File: src/hw/rtl/rsr_pkg.sv
// ---------------------------------------------------------------------------
// rsr_pkg: shared types and constants for the rlc sdu reassembly block
// beat payloads, event codes, per-item result record and register map
// ---------------------------------------------------------------------------
package rsr_pkg;

  localparam int unsigned SDU_BUFFER_BYTES = 8192;
  localparam int unsigned LEN_W            = 14;
  localparam int unsigned OFF_W            = 13;
  localparam int unsigned CFG_ADDR_W       = 2;
  localparam int unsigned CFG_DATA_W       = 32;
  localparam int unsigned MAX_RES          = 3;

  localparam logic [CFG_ADDR_W-1:0] REG_SDU_LIMIT   = CFG_ADDR_W'(0);
  localparam logic [LEN_W-1:0]      SDU_LIMIT_RESET = LEN_W'(8192);
  localparam logic [LEN_W-1:0]      BUF_CAP         = LEN_W'(SDU_BUFFER_BYTES);

  typedef enum logic [1:0] {
    EV_WRITE    = 2'd0,
    EV_DELIVER  = 2'd1,
    EV_OVERFLOW = 2'd2,
    EV_EMPTY    = 2'd3
  } ev_kind_t;

  typedef struct packed {
    logic [7:0]       data_byte;
    logic             pdu_first;
    logic             seg_start;
    logic             seg_end;
    logic [LEN_W-1:0] seg_length;
    logic             seg_from_li;
    logic             data_starts_sdu;
    logic             data_ends_sdu;
  } in_item_t;

  typedef struct packed {
    ev_kind_t         event_kind;
    logic [7:0]       out_byte;
    logic [OFF_W-1:0] write_offset;
    logic [LEN_W-1:0] sdu_length;
    logic             last_of_run;
  } out_item_t;

  // all results caused by one input beat, packed to the low slots
  typedef struct packed {
    out_item_t [MAX_RES-1:0] slot;
    logic [1:0]              n;
  } rec_t;

endpackage

File: src/hw/rtl/rsr_step.sv
// ---------------------------------------------------------------------------
// rsr_step: per-beat reassembly decision
// holds fill count, open and discard flags; builds the result record of a beat
// ---------------------------------------------------------------------------
module rsr_step (
  input  logic                          clk,
  input  logic                          rst_n,
  input  logic                          accept,
  input  rsr_pkg::in_item_t             item,
  input  logic [rsr_pkg::LEN_W-1:0]     lim,
  output rsr_pkg::rec_t                 rec
);

  logic [rsr_pkg::LEN_W-1:0] fill_r, fill_nxt;
  logic                      open_r, open_nxt;
  logic                      disc_r, disc_nxt;

  always_comb begin
    logic [rsr_pkg::LEN_W-1:0] fc;
    logic                      op;
    logic                      dsc;
    logic [rsr_pkg::LEN_W:0]   sum;
    logic                      va, vm, vd;
    rsr_pkg::out_item_t        ra, rm, rd;

    fc  = fill_r;
    op  = open_r;
    dsc = disc_r;
    va  = 1'b0;
    vm  = 1'b0;
    vd  = 1'b0;
    ra  = '0;
    rm  = '0;
    rd  = '0;
    sum = '0;

    // pending delivery at the start of a pdu whose data opens an sdu
    if (item.seg_start && item.pdu_first && item.data_starts_sdu && op) begin
      va = 1'b1;
      if (fc != '0) begin
        ra.event_kind = rsr_pkg::EV_DELIVER;
        ra.sdu_length = fc;
        op = 1'b0;
      end else begin
        ra.event_kind = rsr_pkg::EV_EMPTY;
      end
      fc = '0;
    end

    // segment admission check
    if (item.seg_start) begin
      if (!op) begin
        op = 1'b1;
        fc = '0;
      end
      sum = {1'b0, fc} + {1'b0, item.seg_length};
      if (sum <= {1'b0, lim}) begin
        dsc = 1'b0;
      end else begin
        dsc = 1'b1;
        fc  = '0;
        vm  = 1'b1;
        rm.event_kind = rsr_pkg::EV_OVERFLOW;
      end
    end

    // byte write, excess bytes past the limit are dropped silently
    if (!dsc) begin
      if (!op) begin
        op = 1'b1;
        fc = '0;
      end
      if (fc < lim) begin
        vm = 1'b1;
        rm.event_kind   = rsr_pkg::EV_WRITE;
        rm.out_byte     = item.data_byte;
        rm.write_offset = fc[rsr_pkg::OFF_W-1:0];
        fc = fc + rsr_pkg::LEN_W'(1);
      end
    end

    // segment end delivery
    if (item.seg_end) begin
      dsc = 1'b0;
      if ((item.seg_from_li || item.data_ends_sdu) && op) begin
        vd = 1'b1;
        if (fc != '0) begin
          rd.event_kind = rsr_pkg::EV_DELIVER;
          rd.sdu_length = fc;
          op = 1'b0;
        end else begin
          rd.event_kind = rsr_pkg::EV_EMPTY;
        end
        fc = '0;
      end
    end

    fill_nxt = fc;
    open_nxt = op;
    disc_nxt = dsc;

    rec.slot[0] = va ? ra : (vm ? rm : rd);
    rec.slot[1] = va ? (vm ? rm : rd) : rd;
    rec.slot[2] = rd;
    rec.n       = 2'(va) + 2'(vm) + 2'(vd);
  end

  always_ff @(posedge clk) begin
    if (!rst_n) begin
      fill_r <= '0;
      open_r <= 1'b0;
      disc_r <= 1'b0;
    end else if (accept) begin
      fill_r <= fill_nxt;
      open_r <= open_nxt;
      disc_r <= disc_nxt;
    end
  end

endmodule

File: src/hw/rtl/rsr_evq.sv
// ---------------------------------------------------------------------------
// rsr_evq: two-record result queue
// stores per-beat result records and hands them out one result per beat
// ---------------------------------------------------------------------------
module rsr_evq (
  input  logic                clk,
  input  logic                rst_n,
  input  logic                push,
  input  rsr_pkg::rec_t       rec_in,
  output logic                full,
  output logic                out_valid,
  input  logic                out_ready,
  output rsr_pkg::out_item_t  out_data
);

  rsr_pkg::rec_t rec_r [2];
  logic          wr_ptr_r, wr_ptr_nxt;
  logic          rd_ptr_r, rd_ptr_nxt;
  logic [1:0]    cnt_r, cnt_nxt;
  logic [1:0]    idx_r, idx_nxt;
  rsr_pkg::rec_t head;
  logic          last;
  logic          fire;
  logic          pop;

  assign head      = rec_r[rd_ptr_r];
  assign full      = (cnt_r == 2'd2);
  assign out_valid = (cnt_r != 2'd0);
  assign last      = (idx_r == (head.n - 2'd1));
  assign fire      = out_valid && out_ready;
  assign pop       = fire && last;

  always_comb begin
    out_data             = head.slot[idx_r];
    out_data.last_of_run = last;
  end

  always_comb begin
    cnt_nxt    = cnt_r + 2'(push) - 2'(pop);
    wr_ptr_nxt = push ? ~wr_ptr_r : wr_ptr_r;
    rd_ptr_nxt = pop ? ~rd_ptr_r : rd_ptr_r;
    idx_nxt    = idx_r;
    if (fire) begin
      idx_nxt = last ? 2'd0 : idx_r + 2'd1;
    end
  end

  always_ff @(posedge clk) begin
    if (!rst_n) begin
      wr_ptr_r <= 1'b0;
      rd_ptr_r <= 1'b0;
      cnt_r    <= 2'd0;
      idx_r    <= 2'd0;
    end else begin
      wr_ptr_r <= wr_ptr_nxt;
      rd_ptr_r <= rd_ptr_nxt;
      cnt_r    <= cnt_nxt;
      idx_r    <= idx_nxt;
    end
  end

  always_ff @(posedge clk) begin
    if (push) begin
      rec_r[wr_ptr_r] <= rec_in;
    end
  end

endmodule

File: src/hw/rtl/rlc_sdu_reassembly_top.sv
// ---------------------------------------------------------------------------
// rlc_sdu_reassembly_top: byte-serial sdu reassembly from rlc pdu payload
// per-byte buffer writes, sdu deliveries, overflow and empty-sdu events
// ---------------------------------------------------------------------------
// One payload byte is taken per beat, tagged with its segment boundaries and
// its pdu's framing flags. Each byte produces zero to three result beats in
// order: a pending delivery, then an overflow event or a byte write with its
// buffer offset, then a delivery at segment end; last_of_run marks the final
// result of a byte. The decision for a byte is made in the cycle it is
// accepted and, if it yields results, stored as one record in a two-record
// queue, so bytes with one result each sustain one byte per cycle while
// out_ready stays high; a byte with several results hands them out in turn,
// and the input stalls only when both records are still waiting. sdu_limit
// (register 0, byte address 0) sets the largest sdu in bytes, capped at the
// 8192-byte buffer; write it only while the block is idle.
module rlc_sdu_reassembly_top (
  input  logic                                clk,
  input  logic                                rst_n,
  // input beats
  input  logic                                in_valid,
  output logic                                in_ready,
  input  rsr_pkg::in_item_t                   in_data,
  // result beats
  output logic                                out_valid,
  input  logic                                out_ready,
  output rsr_pkg::out_item_t                  out_data,
  // configuration port
  input  logic                                cfg_psel,
  input  logic                                cfg_penable,
  input  logic                                cfg_pwrite,
  input  logic [rsr_pkg::CFG_ADDR_W-1:0]      cfg_paddr,
  input  logic [rsr_pkg::CFG_DATA_W-1:0]      cfg_pwdata,
  output logic [rsr_pkg::CFG_DATA_W-1:0]      cfg_prdata,
  output logic                                cfg_pready
);

  logic [rsr_pkg::LEN_W-1:0] sdu_limit_r;
  logic [rsr_pkg::LEN_W-1:0] lim;
  logic                      cfg_wr;
  logic                      in_fire;
  logic                      q_full;
  rsr_pkg::rec_t             rec;

  // ---- configuration register
  assign cfg_pready = 1'b1;
  assign cfg_wr     = cfg_psel && cfg_penable && cfg_pwrite && cfg_pready;

  always_ff @(posedge clk) begin
    if (!rst_n) begin
      sdu_limit_r <= rsr_pkg::SDU_LIMIT_RESET;
    end else if (cfg_wr && (cfg_paddr == rsr_pkg::REG_SDU_LIMIT)) begin
      sdu_limit_r <= cfg_pwdata[rsr_pkg::LEN_W-1:0];
    end
  end

  always_comb begin
    unique case (cfg_paddr)
      rsr_pkg::REG_SDU_LIMIT: cfg_prdata = rsr_pkg::CFG_DATA_W'(sdu_limit_r);
      default:                cfg_prdata = '0;
    endcase
  end

  // limit in force never exceeds the buffer size
  assign lim = (sdu_limit_r > rsr_pkg::BUF_CAP) ? rsr_pkg::BUF_CAP : sdu_limit_r;

  // ---- input side: accept whenever the queue has a free record
  assign in_ready = !q_full;
  assign in_fire  = in_valid && in_ready;

  rsr_step u_step (
    .clk    (clk),
    .rst_n  (rst_n),
    .accept (in_fire),
    .item   (in_data),
    .lim    (lim),
    .rec    (rec)
  );

  // ---- result side: bytes with no result push nothing
  rsr_evq u_evq (
    .clk       (clk),
    .rst_n     (rst_n),
    .push      (in_fire && (rec.n != 2'd0)),
    .rec_in    (rec),
    .full      (q_full),
    .out_valid (out_valid),
    .out_ready (out_ready),
    .out_data  (out_data)
  );

  // ---- checks

  // a stalled input means results are pending
  a_stall_has_output: assert property (@(posedge clk) disable iff (!rst_n)
    !in_ready |-> out_valid)
    else $error("input stalled with empty result queue");

  // delivered sdus are never empty and never exceed the buffer
  a_deliver_len: assert property (@(posedge clk) disable iff (!rst_n)
    (out_valid && (out_data.event_kind == rsr_pkg::EV_DELIVER)) |->
      ((out_data.sdu_length != '0) && (out_data.sdu_length <= rsr_pkg::BUF_CAP)))
    else $error("delivered sdu length out of range");

  // a byte write never lands at or past the limit in force
  a_write_in_limit: assert property (@(posedge clk) disable iff (!rst_n)
    (out_valid && (out_data.event_kind == rsr_pkg::EV_WRITE)) |->
      ({1'b0, out_data.write_offset} < lim))
    else $error("byte written beyond sdu limit");

endmodule
File: config.mk
export PLATFORM = sky130hd
export DESIGN_NAME = rlc_sdu_reassembly_top
export DESIGN_NICKNAME = d
export VERILOG_FILES = /design/src/hw/rtl/rsr_pkg.sv /design/src/hw/rtl/rsr_step.sv /design/src/hw/rtl/rsr_evq.sv /design/src/hw/rtl/rlc_sdu_reassembly_top.sv
export SDC_FILE = /design/constraint.sdc
export NUM_CORES = 1
export LEC_CHECK = 0
export ABC_AREA = 1
export BUFFER_PORTS_ARGS = -buffer_cell sky130_fd_sc_hd__buf_2
export CAP_MARGIN = 20
export CELL_PAD_IN_SITES_DETAIL_PLACEMENT = 1
export CELL_PAD_IN_SITES_GLOBAL_PLACEMENT = 1
export CORE_MARGIN = 2
export CORE_UTILIZATION = 42
export CTS_CLUSTER_SIZE = 20
export DETAILED_ROUTE_END_ITERATION = 8
export PLACE_DENSITY = 0.86
export RECOVER_POWER = 100
export SYNTH_ARGS = -nofsm -noshare
export SYNTH_HDL_FRONTEND = slang
export SYNTH_SLANG_ARGS = --single-unit
File: constraint.sdc
create_clock -name clk -period 19.7 [get_ports clk]
set_input_delay 3.94 -clock clk [delete_from_list [all_inputs] [get_ports clk]]
set_output_delay 3.94 -clock clk [all_outputs]
set_load 0.005 [all_outputs]
---- Word-level counts from Yosys, hierarchy flattened ----
Memories as Yosys holds them, arrays and structs flattened. A register that Yosys moved wholly into a read port is not among the register bits.
Index checks and enable logic that the tools add are counted.
word-level totals
  bits in registers ....................... 36
  bits in writable memories ............... 188
  input bits .............................. 69
  output and inout bits ................... 73
  word-level logic and storage cells ...... 96
  memories kept ........................... 1
operators by class
  add/sub/neg operators ................... 8
  $lt $le $gt $ge ......................... 4
  eq/ne operators ......................... 2
  multiplexer cells ....................... 53
  bitwise logic cells ..................... 2
  reductions and logical operators ........ 18
memories
  memory       depth  width  rd ports  clocked after Yosys merged registers in  wr ports  line           text
  u_evq.rec_r  2      94     1         1                                        1         rsr_evq.sv:16  rsr_pkg::rec_t rec_r [2];
operator list
  cell                     number
  $mux W14                 18
  $mux W38                 4
  $bmux W38 S2             1
  $mux W23                 2
  $reduce_bool A14 Y1      2
  $mux W1                  20
  $mux W2                  8
  $add A14 B14 Y15         1
  $le A15 B14 Y1           1
  $add A14 B1 Y14 const B  1
  $gt A14 B14 Y1 const B   1
  $lt A14 B14 Y1           1
  $logic_and A1 B1 Y1      11
  $add A2 B1 Y2            2
  $reduce_bool A2 Y1       2
  $lt A2 B3 Y1 const B     1
  $add A1 B1 Y2            1
  $add A2 B1 Y2 const B    1
  $eq A2 B2 Y1             1
  $eq A2 B2 Y1 const B     1
  $logic_not A2 Y1         1
  $not A1 Y1               2
  $sub A2 B1 Y2            1
  $sub A2 B1 Y2 const B    1
  other kinds (2)          2

---- Longest topological paths before layout ----
  word-level depth ........................ 21
  gate-level depth with buffers ........... 51
  gate-level depth less buffers ........... 49

---- By module ----
A second synthesis with hierarchy kept.
unflattened totals
  cells, all modules ...................... 1569
  area total of the unflattened synthesis .. 14078.5 um^2
by module, submodules not included
  module                  times used  cells each  area each (um^2)  sequential area each (um^2)
  rsr_evq                 1           671         8954.8            6926.6
  rsr_step                1           751         4150.2            320.3
  rlc_sdu_reassembly_top  1           147         973.4             280.3

---- Worst setup path before layout ----
No wires, ideal clock.
  path type ............................... input to register
  start point ............................. in in_data[18] in the netlist's numbering
  end point ............................... mem u_evq.rec_r[0][0] in the netlist's numbering (enable)
  library setup time ...................... 0.544 ns
  arrival ................................. 13.383 ns
  required time ........................... 19.156 ns
  slack ................................... 5.773 ns
  stages .................................. 43
  buffers on the path ..................... 2
  path through ............................ buf_6 -> nand3_4 -> nand2_2 -> clkbuf_1 -> nor2_1 -> ha_1 -> a21oi_1 -> a21boi_0 -> nand3_1 -> nand3_1 -> nand2_1 -> nor2_1 -> a2bb2oi_1 -> a21oi_1 -> o21bai_1 -> nand3_1 -> nand2_1 -> nand2_1 -> [... 7 more ...] -> nand4_1 -> nand2_1 -> nand2_4 -> nand2_4 -> o21ai_4 -> nor2_1 -> inv_1 -> nor2_1 -> ha_1 -> nand4_1 -> o221a_2 -> nand2_2 -> nor2_1 -> inv_2 -> nand2_2 -> fa_1 -> o21ai_0 -> nor2_1
RTL lines
  what             line                          text
  start, declared  rlc_sdu_reassembly_top.sv:22  input rsr_pkg::in_item_t in_data,
  end, declared    rsr_evq.sv:16

==> results_dict.tcl <==
set metrics [dict create \
    status "finished, violations left" \
    violations "capacitance limit, slew limit" \
    htreeDepth 1 \
    clkTransAtPathRegs_ns 0.06 \
    synth_most_common_cell "nor2_1" \
    timing.final.crit_share_pct 78.7 \
    timing.fmax_mhz 64.5 \
    p_sw_share_pct 31.5 \
    cp-end-kind "register" \
    antenna_found_initial 0 \
    leakagePower_uw 0.00553 \
    avgSynthCellArea_um2 8.84 \
    ios 142 \
    fin_worst_skew_ns 0.0161 \
    p_int_uw 954 \
    startpoint_type "input port" \
    cts_tree "done" \
    grt_pass1_vias 10300 \
    initial_utilization_pct 42.6 \
    layout-drive-gt1-share_pct 9.84 \
    ys_top_cells_by_count "nor2_1, nand2_1, edfxtp_1" \
    synthCells 1337 \
    slew_viol_final 81 \
    ys_top_cells_by_area "edfxtp_1, nor2_1, nand2_1" \
    vias 10000 \
    wire_per_inst_um 18.8 \
    async_flop_share_pct 0 \
    final_cell_area_um2 13500 \
    tns_ns 0 \
    drtPass1Iterations 5 \
    grt_max_degree 93 \
    critPathArrivalTime_ns 15.69 \
    ant_nets 0 \
    diodes 0 \
    portBuffers 104 \
    final_util_pct 48.7 \
    cts_root_buf "clkbuf_16" \
    cts_hold_buf 0 \
    ctsResizeCount 0 \
    grt_pass1_wl_mm 53.9 \
    synthesis.area_um2 11800 \
    synth_ff_type "edfxtp_1" \
    slowest_stage "clkbuf_1" \
    gr-total-overflow 0 \
    maxCapViolations 2 \
    yosys_register_bits 221 \
    pre_cts_ws_ns 6.39 \
    worst_slack_ns 4.20 \
    synth_edf_count 184 \
    post-route-min-period_ns 15.50 \
    drt-initial-drc-count 704 \
    dp_hpwl_mm 23.3 \
    hold_class "reg -> reg" \
    slew_headroom_pct -46.3 \
    worstSkewPairLatency_ns 0.54 \
    grt_setup_unrepaired "no" \
    avgViaCountPerCell 5.45 \
    hold_viol 0 \
    path_common_cell "nand2_1" \
    nets 1556 \
    coreArea_um2 27700 \
    placed_cell_area_um2 12700 \
    setup_violations 0 \
    syn_to_final_growth_pct 14.1 \
    irDropWorstVdd_mv 0.0540 \
    cts-buffers-inserted 25 \
    ys_seq_area_share_pct 53.0 \
    required_ns 19.89 \
    num_rows 61 \
    globalplace.congestion 0.903 \
    yosys_warnings 0 \
    cts_sinks 221 \
    p_comb_share_pct 23.3 \
    criticalPathCategory "in -> reg" \
    powerDensity_nw_per_um2 103 \
    die_x_um 172 \
    switchingPower_uw 439 \
    ys_types 50 \
    crit_fanout 63 \
    drcViolationCount 0 \
    power_frac_seq_pct 42.1 \
    grt_usage_pct 23.2 \
    die_area_um2 29500 \
    synth_top_area_share_pct 46.8 \
    slowest_delay_ns 1.00 \
    clock_power_share_pct 34.6 \
    postCtsSetupBuffers 0 \
    clk_path_buf_depth 3 \
    drt-total-wl_mm 34.6 \
    die_h_um 172 \
    worst_slew_pin_slew_ns 2.19 \
    yosysTopAreaCell "edfxtp_1" \
]
[cells by family (layout without fill, tap and decap cells)]
kind of cell	Yosys count	after routing	share of synthesized area [%]
XOR/XNOR	18	18	1.33
multiplexers	1	1	0.0847
flip-flops	221	221	53.0
adder cells (fa/ha/maj)	43	43	4.68
AO/OA/AOI/OAI	257	257	11.8
other	2	43	0.0636
AND/OR/NAND/NOR	585	585	21.6
buffers and inverters	210	295	7.42
[power groups by stage]
stage | Clock [µW] | Sequential, µW | Combinational [µW]
floorplan | 0 | 596 | 206
detailed placement | 0 | 597 | 324
global route | 503 | 590 | 363
global placement | 0 | 593 | 310
CTS | 485 | 589 | 329
finish | 482 | 586 | 325
[worst paths after layout]
kind / slack, ns / to / startpoint / cells past startpoint
worst min register to register: 0.48 / u_step.fill_r[9] / u_step.fill_r[9] / 2
worst max-delay path: 4.20 / u_evq.rec_r[1][84] / in_data[18] / 45
worst min-delay path: 0.48 / u_step.fill_r[9] / u_step.fill_r[9] / 2
worst max register to register: 7.80 / u_evq.rec_r[1][84] / u_step.open_r / 43
[layout by cell type (no fill, tap or decap), drive strengths merged, types with 2 or more instances in the layout]
cell type  count
nor2         233
nand2        226
edfxtp       184
o21ai        149
inv          130
clkbuf        87
a21oi         74
nand3         61
buf           58
conb          43
ha            41
nor3          37
dfxtp         37
o22ai         21
nand4         21
xor2          17
clkinv        14
nor4           5
bufinv         4
a31oi          3
o21bai         2
a211oi         2
fa             2
clkinvlp       2
[state kept, by name, summed over array words and instances (netlist names), named ones only]
signal          cells
sdu_limit_r        14
u_evq.cnt_r         2
u_evq.idx_r         2
u_evq.rd_ptr_r      1
u_evq.rec_r       184
u_evq.wr_ptr_r      1
u_step.disc_r       1
u_step.fill_r      14
u_step.open_r       1
[through the flow]
step                      total power [µW]  std cells  hold slack, ns
final                                 1390       1841           0.476
after global routing                  1460       1841           0.479
after CTS                             1400       1837           0.470
after detailed placement               922       1791           0.461
after global placement                 903       1791           0.452
after floorplan                        801       1378           0.437
[area by class of cell]
cell class,count,area (µm²)
clock inverter,18,211
clock buffer,28,637
timing repair buffer,117,608
inverter,132,495
sequential,221,6270
tap,378,473
multi-input combinational,947,4790
fill,3253,14200
[critical path, delay by kind of cell]
kind	cells	cell delay (ns)
xor+xnor	1	0.07
fa+ha+maj	4	1.47
compound gates	10	1.87
simple gates	23	5.15
buf+inv	7	3.09
[per-layer routing]
metal  wire length (µm)  vias to the layer above  GRT usage [%]
met5                  0                        -              0
met4               1030                        0           7.37
met3               1920                       86           2.09
met2              17400                      363           42.0
met1              14300                     4906           29.1
li1                   -                     4684              -
(Power assumes the default switching activity.)
